==> config.mk <==
export PLATFORM = sky130hd
export DESIGN_NAME = mvs_alu
export DESIGN_NICKNAME = d
export VERILOG_FILES = /design/src/rtl/core/assert_macros.svh /design/src/rtl/core/mvs_pkg.sv /design/src/rtl/core/mvs_alu.sv
export SDC_FILE = /design/constraint.sdc
export NUM_CORES = 2
export LEC_CHECK = 0
export BUFFER_PORTS_ARGS = -buffer_cell sky130_fd_sc_hd__buf_2
export CORE_ASPECT_RATIO = 1.5
export CORE_MARGIN = 5
export CORE_UTILIZATION = 50
export DETAILED_ROUTE_END_ITERATION = 10
export PLACE_DENSITY = 0.81
export SYNTH_ARGS = -nofsm -noshare
export SYNTH_HDL_FRONTEND = slang
export SYNTH_SLANG_ARGS = --single-unit
==> constraint.sdc <==
create_clock -name vclk -period 12.04
set_input_delay 2.408 -clock vclk [all_inputs]
set_output_delay 2.408 -clock vclk [all_outputs]
set_load 0.02 [all_outputs]
==> src/rtl/core/assert_macros.svh <==
// Assertion macros for the RTL files of the vm step core.
// Depends on a clk and an active-low rst_n in the including module.
`ifndef ASSERT_MACROS_SVH
`define ASSERT_MACROS_SVH
`ifndef SYNTHESIS
`define MVS_ASSERT(lbl, prop, msg) \
  lbl: assert property (@(posedge clk) disable iff (!rst_n) prop) else $error(msg);
`define MVS_ASSERT_NXT(lbl, ante, cons, msg) \
  lbl: assert property (@(posedge clk) disable iff (!rst_n) (ante) |=> (cons)) else $error(msg);
`else
`define MVS_ASSERT(lbl, prop, msg)
`define MVS_ASSERT_NXT(lbl, ante, cons, msg)
`endif
`endif

==> src/rtl/core/mvs_pkg.sv <==
// Types and constants of the vm step core.
// No dependencies.
package mvs_pkg;

  localparam int WORD_W    = 32;
  localparam int IND_BITS  = 3;
  localparam int OPC_W     = WORD_W - IND_BITS;
  localparam int DIV_CNT_W = 5;
  localparam int IN_W      = 48;
  localparam int OUT_W     = 40;

  // host actions
  localparam logic [1:0] ACT_WRITE = 2'd0;
  localparam logic [1:0] ACT_READ  = 2'd1;
  localparam logic [1:0] ACT_EXEC  = 2'd2;

  // opcodes (op word bits 31..3)
  localparam logic [OPC_W-1:0] OP_COPY = OPC_W'(0);
  localparam logic [OPC_W-1:0] OP_ADD  = OPC_W'(1);
  localparam logic [OPC_W-1:0] OP_SUB  = OPC_W'(2);
  localparam logic [OPC_W-1:0] OP_MUL  = OPC_W'(3);
  localparam logic [OPC_W-1:0] OP_DIV  = OPC_W'(4);
  localparam logic [OPC_W-1:0] OP_MOD  = OPC_W'(5);
  localparam logic [OPC_W-1:0] OP_AND  = OPC_W'(6);
  localparam logic [OPC_W-1:0] OP_OR   = OPC_W'(7);
  localparam logic [OPC_W-1:0] OP_XOR  = OPC_W'(8);
  localparam logic [OPC_W-1:0] OP_NOT  = OPC_W'(9);
  localparam logic [OPC_W-1:0] OP_LNOT = OPC_W'(10);
  localparam logic [OPC_W-1:0] OP_SHL  = OPC_W'(11);
  localparam logic [OPC_W-1:0] OP_SHR  = OPC_W'(12);
  localparam logic [OPC_W-1:0] OP_SAR  = OPC_W'(13);
  localparam logic [OPC_W-1:0] OP_GT   = OPC_W'(14);
  localparam logic [OPC_W-1:0] OP_EQ   = OPC_W'(15);

  typedef enum logic [2:0] {
    ST_CLEAR, ST_IDLE, ST_ADDR, ST_DATA, ST_ALU, ST_DIV, ST_RESP
  } mvs_state_t;

  // memory access sequence of one beat
  typedef enum logic [4:0] {
    SP_HWR, SP_HRD, SP_PC0, SP_OP, SP_A, SP_B, SP_C, SP_IA, SP_IB, SP_IC,
    SP_X, SP_Y, SP_CR, SP_CW, SP_RW, SP_PC1, SP_PC2
  } mvs_step_t;

endpackage

==> src/rtl/core/mvs_alu.sv <==
// Combinational ALU for the non-divide, non-copy opcodes.
// Depends on mvs_pkg.
module mvs_alu (
  input  logic [mvs_pkg::OPC_W-1:0]  opc,
  input  logic [mvs_pkg::WORD_W-1:0] x,
  input  logic [mvs_pkg::WORD_W-1:0] y,
  output logic [mvs_pkg::WORD_W-1:0] r
);
  import mvs_pkg::*;

  logic [4:0] sh;

  assign sh = y[4:0];

  always_comb begin
    case (opc)
      OP_ADD:  r = x + y;
      OP_SUB:  r = x - y;
      OP_MUL:  r = x * y;
      OP_AND:  r = x & y;
      OP_OR:   r = x | y;
      OP_XOR:  r = x ^ y;
      OP_NOT:  r = ~x;
      OP_LNOT: r = WORD_W'(x == '0);
      OP_SHL:  r = x << sh;
      OP_SHR:  r = x >> sh;
      OP_SAR:  r = WORD_W'($signed(x) >>> sh);
      OP_GT:   r = WORD_W'($signed(x) > $signed(y));
      OP_EQ:   r = WORD_W'(x == y);
      default: r = '0;
    endcase
  end

endmodule
Yosys cells after proc, flatten, opt, wreduce, memory -nomap -nowiden --
Index checks and enable logic that the tools add are counted.
Operators by class: multiplexer cells 1, reduce and logical (&&, ||, !) cells 1, equality and inequality tests 14, magnitude comparators 1, bitwise gates (word level) 4, shift operators 3, $mul 1, $add $sub $neg 2
Operators by type and width (number):
- $pmux W32 S13 | 1
- $eq A29 B4 Y1 const B | 8
- $eq A29 B2 Y1 const B | 2
- $eq A29 B3 Y1 const B | 2
- $add A32 B32 Y32 | 1
- $and A32 B32 Y32 | 1
- $eq A32 B32 Y1 | 1
- $gt A32 B32 Y1 | 1
- $logic_not A32 Y1 | 1
- $mul A32 B32 Y32 | 1
- $not A32 Y32 | 1
- $or A32 B32 Y32 | 1
- $shl A32 B5 Y32 | 1
- $shr A32 B5 Y32 | 1
- $sshr A32 B5 Y32 | 1
- $sub A32 B32 Y32 | 1
- $xor A32 B32 Y32 | 1
- $eq A29 B1 Y1 const B | 1
Storage, ports and cells: output and inout bits 32, word-level logic and storage cells 27, input bits 93, flip-flop bits (word level) 0

Longest topological paths before layout --
depth in word-level cells 2, mapped depth 29, mapped depth without buffers 26

Least setup slack after synthesis --
No wires, ideal clock.
path type in2out, start point in y[2] (netlist bit), end point out r[31] (netlist bit), arrival 9920 ps, cell stages on the path 27, slack -288 ps, buffers on the path 4, data required time 9632 ps, path through clkbuf_1 inv_2 buf_1 clkbuf_1 buf_1 nor2_1 fa_1 inv_1 fa_1 fa_1 fa_1 inv_1 fa_1 inv_1 fa_1 inv_1 fa_1 fa_1 ha_1 a21o_1 a21o_1 o31a_1 o21a_1 o21ai_0 o21ai_0 xnor2_1 a221o_1
Between the ends: cells in the longest elaborated chain, start to end 2, elaborated cells between the ends (all ways) 7, those cells by class 2 x add/sub; 1 x mul; 3 x shift; 1 x mux
Ends and longest elaborated chain:
- start, declared | line mvs_alu.sv:6 | input logic [mvs_pkg::WORD_W-1:0] y,
- $mul A32 B32 Y32, or another cell as far along | line mvs_alu.sv:19 | OP_MUL: r = x * y;
- $pmux W32 S13 * | line mvs_alu.sv:16 | case (opc)
- end, declared | line mvs_alu.sv:7 | output logic [mvs_pkg::WORD_W-1:0] r
Every way passes the cells marked *; elsewhere a longest branch is shown, timed or not.

Worst setup path after layout --
start point in y[13] (netlist bit), end point out r[31] (netlist bit)
Between the ends: cells in the longest elaborated chain, start to end 2, elaborated cells between the ends (all ways) 4, those cells by class 2 x add/sub; 1 x mul; 1 x mux
Ends and longest elaborated chain (line):
- $mul A32 B32 Y32, or another cell as far along | mvs_alu.sv:19
- $pmux W32 S13 * | mvs_alu.sv:16
Marked as above.

==> impl_metrics.csv <==
group,metric,value,unit
sta,setup_viol_count_final,0,
synth,synthTopCellsByCount,"nor2_1, inv_1, fa_1",
global_routing,overflow,0,
floorplanning,rows,97,
clock_tree,hold_buffers,0,
critical_path,cpMaxStageDelayCell,"fa_1",
synth,synthCells,3069,
floorplanning,fp.dieH,275,um
floorplanning,start_util,50.4,%
floorplanning,ios,125,
floorplanning,fp.dieW,187,um
sta,hold_violations,0,
global_routing,grt_first_pass_wirelength,161,mm
synth,yosysMostFrequentCell,"nor2_1",
sta,slew_violations,0,
routing,firstDrtPassIters,6,
critical_path,crit_type,"in -> out",
synth,ys_warn_count,0,
critical_path,endpoint_kind,"output pin",
cells_and_area,areaGrowthSynthToFinish,10.3,%
routing,viasPerCell,6.45,
critical_path,start_kind,"primary input",
sta,worstMarginPinSlew,1120,ps
routing,ant_nets,0,
place,hpwl,90.6,mm
sta,max_freq,0.0841,GHz
global_routing,antenna_found_initial,5,
routing,drt-met1-wl,36.6,mm
flow_run,maxCapViolCount,0,
synth,syn-cell-area,0.0235,mm2
floorplanning,core-area,0.0466,mm2
cells_and_area,multi_input_area,0.0210,mm2
routing,route.final.wire_length,110,mm
critical_path,cpMostUsedCell,"fa_1",
sta,period_minus_slack,11900,ps
sta,fin_setup_tns,0,ps
global_routing,grt_max_degree,64,
critical_path,worstPathArrival,9490,ps
routing,routed-wl-met3,11.6,mm
sta,grt_setup_unrepaired,"false",
routing,drc,0,
synth,synth.distinct_cells,80,
global_routing,grt_usage,41.6,%
synth,syn-num-nets,3792,
routing,wl_per_cell,28.8,um
critical_path,cpPeakStageDelay,580,ps
synth,syn_avg_cell_area,7.65,um2
cells_and_area,seq_cells,0,
place,gp_congestion,1.07,
cells_and_area,instances_no_fill,3803,
cells_and_area,clock_buffers,0,
cells_and_area,seq_area,0,um2
routing,met2_length,49.6,mm
synth,yosysSeqAreaShare,0,%
routing,drtIter0Drc,2608,
synth,yosysTopAreaCell,"fa_1",
cells_and_area,fillers,4526,
critical_path,required,9630,ps
critical_path,critPathMaxFanout,10,
routing,dr_total_vias,24536,
cells_and_area,nets,3930,
synth,ys_top_cells_by_area,"fa_1, ha_1, nor2_1",
sta,period_share,98.8,%
global_routing,grt_pass1_vias,25602,
floorplanning,fp.dieArea,0.0515,mm2
synth,synth.top_cell.area_share,34.9,%
status,status,"finished, final reports clean",
sta,maxSlewHeadroom,24.4,%
worst_hold_path,hp-class,"in -> out",
critical_path,crit_chain,"buf_2 -> clkinvlp_4 -> buf_4 -> nor2_1 -> fa_1 -> inv_1 -> fa_1 -> fa_1 -> fa_1 -> fa_1 -> fa_1 -> fa_1 -> fa_1 -> xnor2_2 -> xnor2_1 -> xnor2_1 -> xnor2_1 -> xnor2_1 -> xnor2_1 -> xnor2_1 -> xnor2_1 -> buf_4 -> a221o_1 -> buf_2",
routing,top_layer,"met5",
cells_and_area,layout-drive-gt1-share,12.8,%
place,dp_cells,3781,
place,io_buffers,125,
-- cells in the final DEF, fill, tap and decap left out, types with 17 or more instances in the layout --
cell type,synthesis,layout
xnor2_1,76,75
o21bai_1,19,19
a21oi_1,140,139
o22ai_1,24,24
xor2_1,17,17
inv_1,462,454
nand2_1,307,307
mux2i_1,82,82
o221ai_1,21,20
nand2b_1,34,34
ha_1,220,217
a221oi_1,18,18
nand3_1,34,34
nor3_1,27,26
a221o_1,25,25
nor2_1,500,495
o21ai_0,145,143
buf_2,18,120
a21o_1,23,23
a211oi_1,18,18
fa_1,410,408
buf_4,0,198
-- worst max-delay path: cells and delay by family --
| kind | cells | cell delay [ps] |
|---|---|---|
| fa+ha+maj | 8 | 3950 |
| xor+xnor | 8 | 1440 |
| buf+inv | 6 | 1210 |
| compound gates | 1 | 360 |
| simple gates | 1 | 110 |
-- area by class of cell --
cell class                 count  share of cell area [%]
timing repair inverter         1                  0.0193
tap                          594                    2.87
antenna                        4                  0.0386
inverter                     479                    7.11
multi-input combinational   2393                    81.1
timing repair buffer         332                    8.89
-- cell families after synthesis --
kind of cell	after synthesis	share of synthesized area [%]
fa+ha+maj	630	46.7
compound gates	574	16.0
mux	105	5.27
buf+inv	676	11.0
simple gates	991	17.6
xor+xnor	93	3.47
-- path summary, 6_finish.rpt --
| check | to | slack [ps] | from | cells after the start |
|---|---|---|---|---|
| max | r[31] | 140 | y[13] | 24 |
| min | r[0] | 5350 | opc[3] | 4 |
-- stage by stage --
stage | util, % | instance area, um2 | hold WS (ps) | setup slack (ps)
3_3_place_gp | 54.9 | 25600 | 5350 | -39.0
3_5_place_dp | 54.9 | 25600 | 5340 | -171
4_1_cts | 55.0 | 25600 | 5350 | 10.8
2_1_floorplan | - | 23500 | 5190 | 78.8
6_report | 55.6 | 25900 | 5350 | 145
5_1_grt | 55.6 | 25900 | 5370 | 0.520
-- metal layers --
layer / vias up / GRT usage (%)
met5: - / 0
met4: 2 / 33.1
met3: 559 / 10.3
met2: 1681 / 68.6
met1: 12054 / 46.1
li1: 10240 / -
-- repair_timing --
| action | 4_1_cts | 5_1_grt |
|---|---|---|
| endpoints found under the setup margin | 4 | 6 |
| pin swaps | 1 | 6 |
| buffers inserted | 2 | 15 |
| gates resized for setup | 3 | 38 |
| cloned | 0 | 1 |
Power is not shown: default switching activity piles up to over one toggle a cycle in this logic, so the estimate is an artifact.
